<file path="src/hw/rtl/clq_pkg.sv">
package clq_pkg;

    localparam int POS_W = 16;
    localparam int CAP_W = POS_W + 1;
    localparam int RUN_W = 5;
    localparam int CNT_W = RUN_W + 1;

    localparam int DEF_MAX_RUN      = 31;
    localparam int DEF_MAX_CAPACITY = 65536;
    localparam int CAP_RESET        = 8192;

    localparam logic [7:0] CHAR_BACKSLASH = 8'h5C;
    localparam logic [7:0] CHAR_QUOTE     = 8'h22;
    localparam logic [7:0] CHAR_SPACE     = 8'h20;
    localparam logic [7:0] CHAR_NUL       = 8'h00;

    typedef enum logic [1:0] {
        MODE_BYTE     = 2'd0,
        MODE_END_ARG  = 2'd1,
        MODE_END_LINE = 2'd2,
        MODE_NONE     = 2'd3
    } t_mode;

    typedef struct packed {
        logic             in_arg;
        logic             no_arg_yet;
        logic             sep_done;
        logic [RUN_W-1:0] run;
        logic [CNT_W-1:0] cnt;
        logic [POS_W-1:0] wp;
        logic             overflowed;
        logic             run_too_long;
    } t_line_state;

    localparam t_line_state LINE_RESET = '{
        in_arg:       1'b0,
        no_arg_yet:   1'b1,
        sep_done:     1'b0,
        run:          '0,
        cnt:          '0,
        wp:           '0,
        overflowed:   1'b0,
        run_too_long: 1'b0
    };

    typedef struct packed {
        logic [7:0]       out_byte;
        logic [POS_W-1:0] out_position;
        logic             stored;
        logic             is_last;
        logic             is_final;
        logic             line_ok;
    } t_result;

    typedef struct packed {
        logic    emit;
        logic    done;
        t_result res;
    } t_step;

endpackage

</file>
<file path="src/hw/rtl/clq_step.sv">
module clq_step #(
    parameter int MAX_RUN = clq_pkg::DEF_MAX_RUN
) (
    input  clq_pkg::t_line_state       i_state,
    input  logic [1:0]                 i_mode,
    input  logic [7:0]                 i_char,
    input  logic [clq_pkg::CAP_W-1:0]  i_cap,
    output clq_pkg::t_line_state       o_next,
    output clq_pkg::t_step             o_step
);
    import clq_pkg::*;

    t_mode            mode;
    logic             put;
    logic             fits;
    logic             ok;
    logic [CNT_W-1:0] target;
    logic [CAP_W-1:0] wp_inc;

    assign mode   = t_mode'(i_mode);
    assign wp_inc = {1'b0, i_state.wp} + CAP_W'(1);
    assign fits   = wp_inc < i_cap;
    assign ok     = !i_state.overflowed && !i_state.run_too_long;

    // backslashes owed before the closing byte of this item
    always_comb begin
        target = {1'b0, i_state.run};
        if (mode == MODE_BYTE && i_char == CHAR_QUOTE) begin
            target = {i_state.run, 1'b1};
        end else if (mode != MODE_BYTE) begin
            target = {i_state.run, 1'b0};
        end
    end

    always_comb begin
        o_next = i_state;
        o_step = '0;
        put    = 1'b0;
        unique case (mode) inside
            MODE_BYTE, MODE_END_ARG: begin
                if (!i_state.in_arg) begin
                    o_step.emit = 1'b1;
                    put         = 1'b1;
                    if (!i_state.no_arg_yet && !i_state.sep_done) begin
                        o_step.res.out_byte = CHAR_SPACE;
                        o_next.sep_done     = 1'b1;
                    end else begin
                        o_step.res.out_byte = CHAR_QUOTE;
                        o_next.sep_done     = 1'b0;
                        o_next.no_arg_yet   = 1'b0;
                        o_next.in_arg       = 1'b1;
                        o_next.run          = '0;
                        o_next.cnt          = '0;
                        // an opening backslash only starts the run
                        if (mode == MODE_BYTE && i_char == CHAR_BACKSLASH) begin
                            o_next.run         = RUN_W'(1);
                            o_step.res.is_last = 1'b1;
                            o_step.done        = 1'b1;
                        end
                    end
                end else if (mode == MODE_BYTE && i_char == CHAR_BACKSLASH) begin
                    o_step.done = 1'b1;
                    if (i_state.run < RUN_W'(MAX_RUN)) begin
                        o_next.run = i_state.run + RUN_W'(1);
                    end else begin
                        o_next.run_too_long = 1'b1;
                    end
                end else if (i_state.cnt < target) begin
                    o_step.emit         = 1'b1;
                    put                 = 1'b1;
                    o_step.res.out_byte = CHAR_BACKSLASH;
                    o_next.cnt          = i_state.cnt + CNT_W'(1);
                end else begin
                    o_step.emit         = 1'b1;
                    put                 = 1'b1;
                    o_step.res.out_byte = (mode == MODE_BYTE) ? i_char : CHAR_QUOTE;
                    o_step.res.is_last  = 1'b1;
                    o_step.done         = 1'b1;
                    o_next.cnt          = '0;
                    o_next.run          = '0;
                    if (mode == MODE_END_ARG) begin
                        o_next.in_arg = 1'b0;
                    end
                end
            end
            MODE_END_LINE: begin
                o_step.emit = 1'b1;
                if (i_state.in_arg) begin
                    put = 1'b1;
                    if (i_state.cnt < target) begin
                        o_step.res.out_byte = CHAR_BACKSLASH;
                        o_next.cnt          = i_state.cnt + CNT_W'(1);
                    end else begin
                        o_step.res.out_byte = CHAR_QUOTE;
                        o_next.cnt          = '0;
                        o_next.run          = '0;
                        o_next.in_arg       = 1'b0;
                    end
                end else begin
                    // terminator, then the line starts afresh
                    o_step.res.out_byte     = CHAR_NUL;
                    o_step.res.out_position = ok ? i_state.wp : '0;
                    o_step.res.stored       = 1'b1;
                    o_step.res.is_last      = 1'b1;
                    o_step.res.is_final     = 1'b1;
                    o_step.res.line_ok      = ok;
                    o_step.done             = 1'b1;
                    o_next                  = '0;
                    o_next.no_arg_yet       = 1'b1;
                end
            end
            MODE_NONE: begin
                o_step.done = 1'b1;
            end
        endcase

        if (put) begin
            o_step.res.out_position = i_state.wp;
            o_step.res.stored       = fits;
            if (fits) begin
                o_next.wp = wp_inc[POS_W-1:0];
            end else begin
                o_next.overflowed = 1'b1;
            end
        end
    end

endmodule

</file>
<file path="src/hw/rtl/command_line_argument_quoter.sv">
// channel | direction | handshake                 | payload
// input   | in        | i_in_valid / o_in_ready   | i_mode, i_char_byte
// output  | out       | o_out_valid / i_out_ready | o_out_byte .. o_line_ok
// config  | in        | i_cfg_wr_en               | i_cfg_wr_data (buffer capacity)
//
// one result byte per cycle while the output register is not stalled; an item causes
// 1 to 64 results, or none
// the item register holds an item while its backslash run is expanded; a new
// item is taken in the cycle its last result moves into the output register
// synchronous active-low reset clears the line state and sets capacity to 8192 (or MAX_CAPACITY if smaller)
// a stalled output register holds the item register and, while an item is held, stops input transfers
module command_line_argument_quoter #(
    parameter int MAX_RUN      = clq_pkg::DEF_MAX_RUN,
    parameter int MAX_CAPACITY = clq_pkg::DEF_MAX_CAPACITY
) (
    input  logic                        i_clk,
    input  logic                        i_rst_n,
    input  logic                        i_in_valid,
    output logic                        o_in_ready,
    input  logic [1:0]                  i_mode,
    input  logic [7:0]                  i_char_byte,
    output logic                        o_out_valid,
    input  logic                        i_out_ready,
    output logic [7:0]                  o_out_byte,
    output logic [clq_pkg::POS_W-1:0]   o_out_position,
    output logic                        o_stored,
    output logic                        o_is_last,
    output logic                        o_is_final,
    output logic                        o_line_ok,
    input  logic                        i_cfg_wr_en,
    input  logic [clq_pkg::CAP_W-1:0]   i_cfg_wr_data
);
    import clq_pkg::*;

    localparam logic [CAP_W-1:0] CAP_LIMIT = CAP_W'(MAX_CAPACITY);
    localparam logic [CAP_W-1:0] CAP_INIT  =
        (CAP_RESET > MAX_CAPACITY) ? CAP_W'(MAX_CAPACITY) : CAP_W'(CAP_RESET);

    logic             r_item_valid;
    logic [1:0]       r_mode;
    logic [7:0]       r_char;
    t_line_state      r_state;
    t_line_state      n_state;
    logic [CAP_W-1:0] r_cap;
    logic             r_out_valid;
    t_result          r_out;
    t_step            step;
    logic             out_free;
    logic             advance;
    logic             in_xfer;

    clq_step #(
        .MAX_RUN (MAX_RUN)
    ) u_step (
        .i_state (r_state),
        .i_mode  (r_mode),
        .i_char  (r_char),
        .i_cap   (r_cap),
        .o_next  (n_state),
        .o_step  (step)
    );

    assign out_free   = !r_out_valid || i_out_ready;
    assign advance    = r_item_valid && out_free;
    assign o_in_ready = !r_item_valid || (advance && step.done);
    assign in_xfer    = i_in_valid && o_in_ready;

    always_ff @(posedge i_clk) begin
        if (!i_rst_n) begin
            r_cap <= CAP_INIT;
        end else if (i_cfg_wr_en) begin
            r_cap <= (i_cfg_wr_data > CAP_LIMIT) ? CAP_LIMIT : i_cfg_wr_data;
        end
    end

    always_ff @(posedge i_clk) begin
        if (!i_rst_n) begin
            r_item_valid <= 1'b0;
            r_state      <= LINE_RESET;
        end else begin
            if (in_xfer) begin
                r_item_valid <= 1'b1;
            end else if (advance && step.done) begin
                r_item_valid <= 1'b0;
            end
            if (advance) begin
                r_state <= n_state;
            end
        end
    end

    always_ff @(posedge i_clk) begin
        if (in_xfer) begin
            r_mode <= i_mode;
            r_char <= i_char_byte;
        end
    end

    always_ff @(posedge i_clk) begin
        if (!i_rst_n) begin
            r_out_valid <= 1'b0;
        end else if (advance && step.emit) begin
            r_out_valid <= 1'b1;
        end else if (i_out_ready) begin
            r_out_valid <= 1'b0;
        end
    end

    always_ff @(posedge i_clk) begin
        if (advance && step.emit) begin
            r_out <= step.res;
        end
    end

    assign o_out_valid    = r_out_valid;
    assign o_out_byte     = r_out.out_byte;
    assign o_out_position = r_out.out_position;
    assign o_stored       = r_out.stored;
    assign o_is_last      = r_out.is_last;
    assign o_is_final     = r_out.is_final;
    assign o_line_ok      = r_out.line_ok;

    a_final_is_last: assert property (@(posedge i_clk) disable iff (!i_rst_n)
        o_out_valid && o_is_final |-> o_is_last && o_stored)
        else $error("terminator not marked last and stored");

    a_ok_only_final: assert property (@(posedge i_clk) disable iff (!i_rst_n)
        o_out_valid && o_line_ok |-> o_is_final)
        else $error("line ok outside terminator");

    a_line_cleared: assert property (@(posedge i_clk) disable iff (!i_rst_n)
        advance && step.emit && step.res.is_final
        |=> r_state.wp == '0 && r_state.no_arg_yet && !r_state.in_arg)
        else $error("line state not cleared after terminator");

    a_pos_steps: assert property (@(posedge i_clk) disable iff (!i_rst_n)
        advance && step.emit && step.res.stored && !step.res.is_final
        |=> r_state.wp == $past(r_state.wp) + POS_W'(1))
        else $error("write position did not step on stored byte");

endmodule
</file>
<file path="config.mk">
export PLATFORM = sky130hd
export DESIGN_NAME = command_line_argument_quoter
export DESIGN_NICKNAME = d
export VERILOG_FILES = /design/src/hw/rtl/clq_pkg.sv /design/src/hw/rtl/clq_step.sv /design/src/hw/rtl/command_line_argument_quoter.sv
export SDC_FILE = /design/constraint.sdc
export NUM_CORES = 1
export LEC_CHECK = 0
export ABC_AREA = 1
export BUFFER_PORTS_ARGS = -buffer_cell sky130_fd_sc_hd__buf_2
export CAP_MARGIN = 20
export CORE_ASPECT_RATIO = 0.75
export CORE_MARGIN = 4
export CORE_UTILIZATION = 35
export DETAILED_ROUTE_END_ITERATION = 16
export PLACE_DENSITY = 0.53
export SLEW_MARGIN = 40
export SYNTH_ARGS = -nofsm -noshare
export SYNTH_HDL_FRONTEND = slang
export SYNTH_HIERARCHICAL = 1
export SYNTH_SLANG_ARGS = --single-unit
</file>
<file path="constraint.sdc">
create_clock -name i_clk -period 3.8 [get_ports i_clk]
set_input_delay 0 -clock i_clk [delete_from_list [all_inputs] [get_ports i_clk]]
set_output_delay 0 -clock i_clk [all_outputs]
set_load 0.005 [all_outputs]
</file>
==> summary.txt, run 1 <==
Run status
  – Outcome: complete, no violations

Finish
  – Final Util: 43.2%
  – # fillers: 1483
  – Syn-to-layout area delta: 21.1%
  – Share of layout cells above drive strength 1: 12.7%
  – Fin area: 6270 sq um
  – Final #Nets: 847
  – Antenna diodes: 0

Clocking
  – CTS tree: done
  – Clock transition at path regs: 70 ps
  – CTS buffer count: 9
  – CTS max path bufs: 2
  – Clock latency on the worst-skew pair: 340 ps
  – CTS sink count: 89
  – H-tree depth: 3
  – Root Buffer: clkbuf_16

Timing
  – RSZ-0062 raised after global routing: no
  – Worst-Margin Slew: 766 ps
  – F_max: 290 MHz
  – Final setup viols: 0
  – Final Hold Fails: 0
  – Slew Limit Fails: 0
  – Minimum clock period: 3450 ps
  – Slew HR: 48.9%
  – Crit share post-route: 90.8%
  – Clk_skew: 9.79 ps
  – Setup_tns: 0 ps

Worst setup path
  – Critical Path Source Type: flip-flop
  – Crit-path most repeated cell: a21oi_1
  – CP Data Required Time: 3800 ps
  – CP peak stage delay: 550 ps
  – Worst Path Arrival: 3450 ps
  – Worst-path cell chain: inv_4, nand2_4, inv_1, nand2_1, nor2_1, a21oi_1, ha_1, a21oi_1, nor2_1, a211oi_1, buf_4, nand2_1, nand2_1, a21oi_1, a21oi_1, inv_1, buf_2
  – Worst Path Max Fanout: 11
  – Setup crit end kind: primary output
  – Slowest cell on the critical path: edfxtp_1
  – CP Class: flip-flop to primary output

Floorplanning
  – Rows: 38
  – I/O pins: 62
  – Die span in y: 113 um
  – Core ar.: 14500 sq um
  – Die Area: 16800 sq um
  – Die X: 148 um
  – Initial Utilization: 35.7%

Drt
  – 1st-pass router iterations: 6
  – WL final: 13.9 mm
  – Remaining DRCs: 0
  – Post-route ant nets: 0
  – Vias per inst: 4.80
  – Starting DRT DRC Count: 397
  – Wire length per cell: 14.0 um
  – Via count: 4781

Placed design
  – Placed cell area: 5650 sq um
  – DP HPWL: 10.1 mm
  – Final Wtd Congestion: 0.882
  – PortBufs: 61

Synth
  – Yosys cell types: 32
  – Yosys warns: 6
  – Synth Area in XOR/XNOR: 2.88%
  – Top cells by area in the synthesized netlist: edfxtp_1, dfxtp_1, nand2_1, nor2_1, o21ai_0
  – Area leader, netlist: edfxtp_1
  – Post-synthesis mux area share: 0.193%
  – Top-area cell type share of the netlist area: 22.0%
  – Mapped Nets: 763
  – Synthesized area: 5180 sq um
  – Main combinational cell family by area after synthesis: simple AND/OR/NAND/NOR gates
  – Mapped Cells: 707
  – Ys async rst share: 0%
  – Post-Synth Adder-Cell Area: 5.80%
  – Ys flop type: dfxtp_1
  – Seq cells post-synth: 89
  – Compound-Gate Fraction of Synth Area: 11.5%
  – Post-synth EDFFs: 38
  – Sequential area share after synthesis: 41.8%
  – Avg Inst Size Synth: 7.32 sq um
  – Simple-gate share of the synthesized area: 29.0%

Hold path
  – Hold Crit Class: input port to flip-flop

Power and ir drop
  – Pwr per Cell Area: 409 nW/um^2
  – Total Power: 2570 uW
  – Peak supply drop: 0.209 mV
  – Cell leakage power: 0.00290 uW

Global routing
  – Largest net degree at the start of global routing: 51
  – Vias in the first global route: 4324
  – Global Route Usage Sum: 16.8%
  – Initial antenna violation count: 0
  – Global-route wire length before repair: 22.6 mm
  – GR Overflow Total: 0

Run
  – Max-cap violations: 0
power by group:
part | switching, uW | total (uW) | leakage, uW | internal (uW)
Clock | 399 | 917 | 0.000141 | 519
Sequential | 60.8 | 1130 | 0.000785 | 1070
Combinational | 331 | 518 | 0.00197 | 187
Total | 790 | 2570 | 0.00290 | 1780
sequential cells by signal, indices dropped and copies added, names as in the netlist:
name            count
r_state            32
r_cap              17
o_out_position     16
o_out_byte          8
r_char              8
r_mode              2
o_is_final          1
o_is_last           1
o_line_ok           1
o_out_valid         1
o_stored            1
r_item_valid        1
cells by family (layout without fill, tap and decap cells):
kind of cell,Yosys count,after routing
mux,1,1
fa+ha+maj,24,24
xor+xnor,17,17
buf+inv,112,201
flops,89,89
simple gates,349,349
compound gates,115,115
worst max-delay path, delay by kind of cell (launching register included):
| kind | cells | cell delay (ps) |
|---|---|---|
| simple gates | 6 | 840 |
| buf+inv | 5 | 730 |
| fa+ha+maj | 1 | 300 |
| compound gates | 5 | 680 |
| flops | 1 | 550 |
area by class of cell:
type	instances	area, sq um	area share [%]
Clock buffer	10	229	3.65
Timing Repair Buffer	97	661	10.5
Multi-Input combinational cell	506	2560	40.8
Tap cell	200	250	3.99
Sequential cell	89	2160	34.5
Clock inverter	6	73.8	1.18
Inverter	88	335	5.35
through the flow:
step	setup WS, ps	hold WS (ps)	instances
final	348	54.0	996
after CTS	332	42.4	993
after global routing	34.8	108	996
after floorplan	969	98.9	707
after global placement	457	177	949
after detailed placement	366	178	949
metal layers:
| metal | GRT usage (%) | part of all wire, % | vias up |
|---|---|---|---|
| li1 | - | - | 2471 |
| met1 | 27.9 | 55 | 2114 |
| met2 | 21.4 | 36 | 177 |
| met3 | 3.64 | 7.3 | 19 |
| met4 | 3.82 | 1.3 | 0 |
| met5 | 0 | 0 | - |
cell usage after synthesis, types with 4 or more instances:
cell type    n
o21ai_0     67
edfxtp_1    38
nand4_1     10
clkbuf_1    14
nand3_1     44
a21oi_1     38
nand2_1    151
dfxtp_1     51
a31oi_1      6
nor3_1       8
buf_4        6
inv_1       84
ha_1        24
nor2_1     120
nor2_2       4
xor2_1      17
final timing paths:
path,start,endpoint,slack [ps],cells past startpoint
worst max register to register,r_mode[1],r_mode[1],400,16
worst max-delay path,r_mode[1],o_in_ready,350,17
worst min-delay path,i_out_ready,o_out_valid,50,6
worst min register to register,r_cap[13],r_cap[13],490,2
layout by cell type, fill, tap and decap left out, types with 2 or more instances in the layout:
master | Yosys | routed
nand2_1 | 151 | 151
nor3_4 | 2 | 2
dfxtp_1 | 51 | 51
nor2_2 | 4 | 5
xor2_1 | 17 | 17
inv_4 | 1 | 2
dlygate4sd3_1 | 0 | 28
clkbuf_16 | 0 | 9
clkinvlp_4 | 0 | 2
edfxtp_1 | 38 | 38
o21ai_0 | 67 | 67
a21oi_1 | 38 | 38
ha_1 | 24 | 24
nand3_1 | 44 | 44
inv_2 | 3 | 2
nor2_1 | 120 | 119
nand3b_1 | 2 | 2
buf_4 | 6 | 8
a31oi_1 | 6 | 6
nor4_1 | 2 | 2
nor3_1 | 8 | 8
buf_2 | 0 | 60
nand2_4 | 3 | 3
nand4_1 | 10 | 10
inv_1 | 84 | 84
timing repair:
action                     CTS  global route
hold endpoints to repair    28             0
resized for setup            0             1
hold buffers                28             0
setup buffers                0             3
setup endpoints to repair    0             3
No activity file was read; power rests on OpenSTA's default activity.
==> run 2, diff against run 1 <==
--- a/config.mk
+++ b/config.mk
@@ -5,14 +5,13 @@
 export SDC_FILE = /design/constraint.sdc
 export NUM_CORES = 1
 export LEC_CHECK = 0
-export ABC_AREA = 1
 export BUFFER_PORTS_ARGS = -buffer_cell sky130_fd_sc_hd__buf_2
 export CAP_MARGIN = 20
 export CORE_ASPECT_RATIO = 0.75
 export CORE_MARGIN = 4
 export CORE_UTILIZATION = 35
 export DETAILED_ROUTE_END_ITERATION = 16
-export PLACE_DENSITY = 0.53
+export PLACE_DENSITY = 0.52
 export SLEW_MARGIN = 40
 export SYNTH_ARGS = -nofsm -noshare
 export SYNTH_HDL_FRONTEND = slang
==> summary.txt, run 2 <==
Synth
  – Avg Inst Size Synth: 9.38 sq um
  – Yosys cell types: 65
  – Seq cells post-synth: 89
  – Mapped Cells: 580
  – Synthesized area: 5440 sq um
  – Post-synth EDFFs: 38
  – Yosys warns: 6
  – Top post-synthesis cells by count: dfxtp_1, nand3_1, edfxtp_1, nand2_1
  – Top cells by area in the synthesized netlist: edfxtp_1, dfxtp_1, ha_1, a21oi_2, o21ai_2
  – Mapped Nets: 636
  – Area leader, netlist: edfxtp_1
  – Most numerous cell in the Yosys netlist: dfxtp_1
  – Ys async rst share: 0%
  – Ys flop type: dfxtp_1
  – Sequential area share after synthesis: 39.7%
  – Top-area cell type share of the netlist area: 21.0%

Floorplanning
  – I/O pins: 62
  – Rows: 39
  – Die X: 152 um
  – Die span in y: 116 um
  – Core ar.: 15200 sq um
  – Die Area: 17600 sq um
  – Initial Utilization: 35.7%

Drt
  – Via count: 4586
  – Starting DRT DRC Count: 346
  – 1st-pass router iterations: 5
  – Post-route ant nets: 0
  – Vias per inst: 5.28
  – Remaining DRCs: 0
  – Wire length per cell: 16.0 um
  – WL final: 13.9 mm

Timing
  – Worst-Margin Slew: 676 ps
  – Final Hold Fails: 0
  – Clk_skew: 10.8 ps
  – Crit share post-route: 93.1%
  – Slew HR: 54.6%
  – RSZ-0062 raised after global routing: yes
  – Minimum clock period: 3540 ps
  – Final hold slack: 189 ps
  – F_max: 283 MHz
  – Final setup viols: 0
  – Worst setup margin: 263 ps
  – Slew Limit Fails: 0

Worst setup path
  – R2R Path Start: r_char[0]
  – Critical Path Source Type: flip-flop
  – CP Class: flip-flop to flip-flop
  – CP Data Required Time: 3880 ps
  – Worst path top cell family by delay: compound AO/OA/AOI/OAI gates
  – Worst Path Max Fanout: 10
  – Setup crit end kind: flip-flop
  – Worst Path Arrival: 3620 ps
  – CP peak stage delay: 430 ps
  – CP startpoint: r_char[0]
  – Crit-path most repeated cell: a21o_1
  – Slowest cell on the critical path: edfxtp_1
  – Worst-path cell chain: nor4b_4, a211oi_1, buf_4, mux2i_1, ha_1, a21o_1, a21o_1, a21o_1, or2_2, o22ai_1, a22oi_1, a21o_1, and2_2
  – Buffers and inverters on the worst path: 1

Finish
  – Antenna diodes: 0
  – Leading cell type in the layout, fill and taps excluded: buf_2
  – Share of layout cells above drive strength 1: 25.8%
  – Syn-to-layout area delta: 18.7%
  – Reg with most FFs: r_state
  – Largest register FFs: 32
  – Most frequent cells in the layout: buf_2, dfxtp_1, nand3_1, nand2_1, edfxtp_1
  – Final Util: 42.4%
  – Final #Nets: 715

Clocking
  – Root Buffer: clkbuf_16
  – CTS max path bufs: 2
  – Postcts setup bufs: 0
  – Clock latency on the worst-skew pair: 350 ps
  – H-tree depth: 3
  – CTS tree: done
  – Clock transition at path regs: 70 ps
  – CTS buffer count: 9
  – CTS sink count: 89

Global routing
  – Largest net degree at the start of global routing: 41
  – Vias in the first global route: 4261
  – Global Route Usage Sum: 16.1%
  – Initial antenna violation count: 0
  – Global-route wire length before repair: 22.8 mm
  – GR Overflow Total: 0

Placed design
  – PortBufs: 61
  – Final Wtd Congestion: 0.829
  – DP HPWL: 9.61 mm
  – Setup slack at placement: 190 ps

Power and ir drop
  – Pwr per Cell Area: 346 nW/um^2
  – Peak supply drop: 0.214 mV
  – Clock share of power: 42.2%
  – Cell leakage power: 0.00242 uW
  – Combinational Power Share: 10.8%
  – Sw Ratio: 26.2%
  – Psw: 585 uW
  – Cell-internal power: 1650 uW
  – Seq pwr share: 47.0%

Run status
  – Outcome: complete, no violations

Run
  – Max-cap violations: 0

Hold path
  – Min-delay src: i_cfg_wr_en
  – Hold Crit Class: input port to flip-flop
## run 2: final cells by class
class	count	area, sq um
clock inverters	7	85.1
repair buffers	106	718
multi-input cells	422	2890
well taps	205	256
inverters	31	121
fillers	1516	8770
clock buffers	9	225
flip-flops and latches	89	2160
## run 2: per-layer routing
metal / vias to the layer above / share of wire (%) / track usage, %
li1: 2284 / - / -
met1: 2173 / 55 / 24.7
met2: 118 / 39 / 22.6
met3: 11 / 5.6 / 3.77
met4: 0 / 0.90 / 3.71
met5: - / 0 / 0
## run 2: final timing paths
check         endpoint  slack [ps]  cells after the start
max          r_char[4]         260                     13
min           r_cap[5]         190                      3
max reg2reg  r_char[4]         260                     13
min reg2reg   r_cap[1]         490                      2
## run 2: worst reg2reg max path: stages, from the launching register on
cell and delay [ps]:
edfxtp_1 430, nor4b_4 360, a211oi_1 120, buf_4 180, mux2i_1 170, ha_1 270
a21o_1 160, a21o_1 180, a21o_1 240, or2_2 350, o22ai_1 170, a22oi_1 110
a21o_1 230, and2_2 290
## run 2: timing repair
item                                   in CTS  in global routing
setup endpoints to repair                   0                 18
resized for setup                           0                  4
endpoints found under the hold margin      29                  0
hold buffers                               30                  0
## run 2: metrics by stage
| stage | power [uW] | cells | setup TNS (ps) | area (sq um) |
|---|---|---|---|---|
| 2_1_floorplan | 1220 | 580 | 0 | 5440 |
| 3_3_place_gp | 1280 | 823 | 0 | 5830 |
| 3_5_place_dp | 1290 | 823 | 0 | 5830 |
| 4_1_cts | 2260 | 869 | 0 | 6440 |
| 5_1_grt | 2330 | 869 | -11.6 | 6460 |
| 6_report | 2230 | 869 | 0 | 6460 |
## run 2: kinds of logic (layout without fill, tap and decap cells)
kind of cell               Yosys count  in the layout  synth area share (%)
xor gates and xnor gates             6              6                 0.966
and+or+nand+nor                    207            207                  20.7
AOI/OAI and AO/OA                  176            176                  23.9
adders and majority gates           24             24                  5.52
buffers and inverters               69            153                  7.38
DFF                                 89             89                  39.7
muxes                                9              9                  1.75
## run 2: power by group through the flow
stage	Combinational [uW]	Clock [uW]	Sequential [uW]
2_1_floorplan	158	0	1060
3_3_place_gp	214	0	1070
3_5_place_dp	217	0	1070
4_1_cts	241	973	1050
5_1_grt	268	1010	1050
6_report	242	941	1050
==> run 3, diff against run 2 <==
--- a/config.mk
+++ b/config.mk
@@ -9,9 +9,10 @@
 export CAP_MARGIN = 20
 export CORE_ASPECT_RATIO = 0.75
 export CORE_MARGIN = 4
-export CORE_UTILIZATION = 35
+export CORE_UTILIZATION = 55
 export DETAILED_ROUTE_END_ITERATION = 16
-export PLACE_DENSITY = 0.52
+export PLACE_DENSITY = 0.76
+export SKIP_CTS_REPAIR_TIMING = 1
 export SLEW_MARGIN = 40
 export SYNTH_ARGS = -nofsm -noshare
 export SYNTH_HDL_FRONTEND = slang
==> summary.txt, run 3 (synthesis gave the netlist of run 2 again) <==
Run status
  – Outcome: complete, but fails checks
  – Failing checks: hold timing

Worst setup path
  – Worst R2R Setup Slack: 210 ps
  – Slowest cell on the critical path: edfxtp_1
  – Crit-path most repeated cell: a21o_1
  – Worst Path Arrival: 3640 ps
  – CP Data Required Time: 3840 ps
  – Setup crit end kind: flip-flop
  – Worst path depth: 13
  – CP Class: flip-flop to flip-flop
  – Buffers and inverters on the worst path: 1
  – Worst Path Max Fanout: 10
  – R2R Path Start: r_char[0]
  – Critical Path Source Type: flip-flop
  – CP peak stage delay: 420 ps
  – Worst path top cell family by delay: compound AO/OA/AOI/OAI gates
  – Cell depth of the worst flop-to-flop path: 13
  – R2R Path End: r_char[3]
  – Worst-path cell chain: nor4b_2, a211oi_1, buf_4, mux2i_1, ha_1, a21o_1, a21o_1, a21o_1, or2_2, o22ai_1, a22oi_1, a21o_1, and2_1

Floorplanning
  – Core ar.: 9660 sq um
  – I/O pins: 62
  – Initial Utilization: 56.3%
  – Rows: 31
  – Die span in y: 94.1 um
  – Die X: 123 um
  – Die Area: 11600 sq um

Finish
  – Antenna diodes: 0
  – Reg with most FFs: r_state
  – Syn-to-layout area delta: 15.2%
  – Final non-filler cell total: 786
  – Final #Nets: 705
  – Leading cell type in the layout, fill and taps excluded: buf_2
  – Most frequent cells in the layout: buf_2, dfxtp_1, nand3_1, nand2_1, edfxtp_1
  – Share of layout cells above drive strength 1: 25.7%
  – Largest register FFs: 32

Global routing
  – GR Overflow Total: 0
  – Met2 GRT Util: 33.7%
  – Met1 usage: 33.5%
  – Largest net degree at the start of global routing: 41
  – Initial antenna violation count: 0
  – M3 GR Usage: 5.12%
  – Vias in the first global route: 4324
  – Global Route Usage Sum: 23.0%
  – Global route hottest layer: met2
  – Global-route wire length before repair: 21.2 mm

Power and ir drop
  – Peak supply drop: 0.244 mV
  – Pwr per Cell Area: 338 nW/um^2
  – Total Power: 2120 uW
  – Cell leakage power: 0.00236 uW

Clocking
  – Root Buffer: clkbuf_16
  – H-tree depth: 3
  – CTS max path bufs: 2
  – CTS buffer count: 9
  – CTS sink count: 89
  – CTS tree: done
  – Clock latency on the worst-skew pair: 340 ps
  – Clock transition at path regs: 70 ps

Timing
  – Clk_skew: 8.08 ps
  – Minimum clock period: 3590 ps
  – Final setup viols: 0
  – F_max: 278 MHz
  – Worst-Margin Slew: 680 ps
  – Final hold slack: -22.1 ps
  – Setup_tns: 0 ps
  – Slew HR: 54.4%
  – Crit share post-route: 94.5%
  – Slew Limit Fails: 0
  – Final Hold Fails: 1
  – RSZ-0062 raised after global routing: no

Drt
  – WL final: 12.8 mm
  – Vias per inst: 5.92
  – Remaining DRCs: 0
  – 1st-pass router iterations: 6
  – Post-route ant nets: 0
  – Wire length per cell: 16.3 um
  – Starting DRT DRC Count: 321
  – Via count: 4654

Placed design
  – Placed insts: 743
  – Final Wtd Congestion: 0.866
  – PortBufs: 61
  – DP HPWL: 8.62 mm

Hold path
  – Hold Crit Class: input port to flip-flop
  – Hold worst-path end: r_cap[13]
  – Cells on Worst Hold Path: 3
  – Min-delay src: i_cfg_wr_data[13]

Run
  – Max-cap violations: 0
[run 3: cell types whose count changed in the layout (fill, tap and decap cells not counted), sizes merged]
cell         delta
clkinvlp        +2
inv             -1
clkinv          -1
clkbuf          +1
buf             -7
bufinv          -1
dlygate4sd3     -3
[run 3: area by class of cell]
class / count / area, sq um
Clock buffer: 10 / 229
Clock inverter: 6 / 48.8
Fill cell: 807 / 3390
Inverter: 31 / 121
Multi-Input combinational cell: 422 / 2900
Sequential cell: 89 / 2170
Tap cell: 132 / 165
Timing Repair Buffer: 96 / 636
[run 3: how the worst max path moves through the flow]
stage,from,to,slack [ps]
finish,r_char[0],r_char[3],210
global route,r_char[0],r_char[6],10
CTS,r_char[2],r_char[3],190
detailed placement,r_char[2],r_char[3],210
global placement,r_char[2],r_char[3],350
floorplan,r_mode[1],r_char[0],200
[run 3: where the power goes]
group | internal, uW | leakage [uW] | switching [uW] | total [uW]
sequential | 1030 | 0.000792 | 19.9 | 1050
clock | 451 | 0.000128 | 382 | 833
combinational | 89.3 | 0.00144 | 146 | 236
total | 1570 | 0.00236 | 548 | 2120
[run 3: through the flow]
step | setup WS, ps | utilization (%) | area (sq um)
finish | 208 | 64.9 | 6270
global route | 11.5 | 64.9 | 6270
CTS | 187 | 61.8 | 5970
detailed placement | 213 | 58.9 | 5690
global placement | 345 | 58.9 | 5690
floorplan | 204 | - | 5440
[run 3: metal layers]
layer,share of wire (%),up-vias
met4,1.4,0
met3,9.0,18
li1,-,2259
met1,47,2159
met5,0,-
met2,42,218
[run 3: worst reg2reg max path: stages, from the launching register on]
cell and delay (ps):
edfxtp_1 420, nor4b_2 410, a211oi_1 140, buf_4 180
mux2i_1 120, ha_1 310, a21o_1 170, a21o_1 180
a21o_1 240, or2_2 340, o22ai_1 170, a22oi_1 90
a21o_1 220, and2_1 310
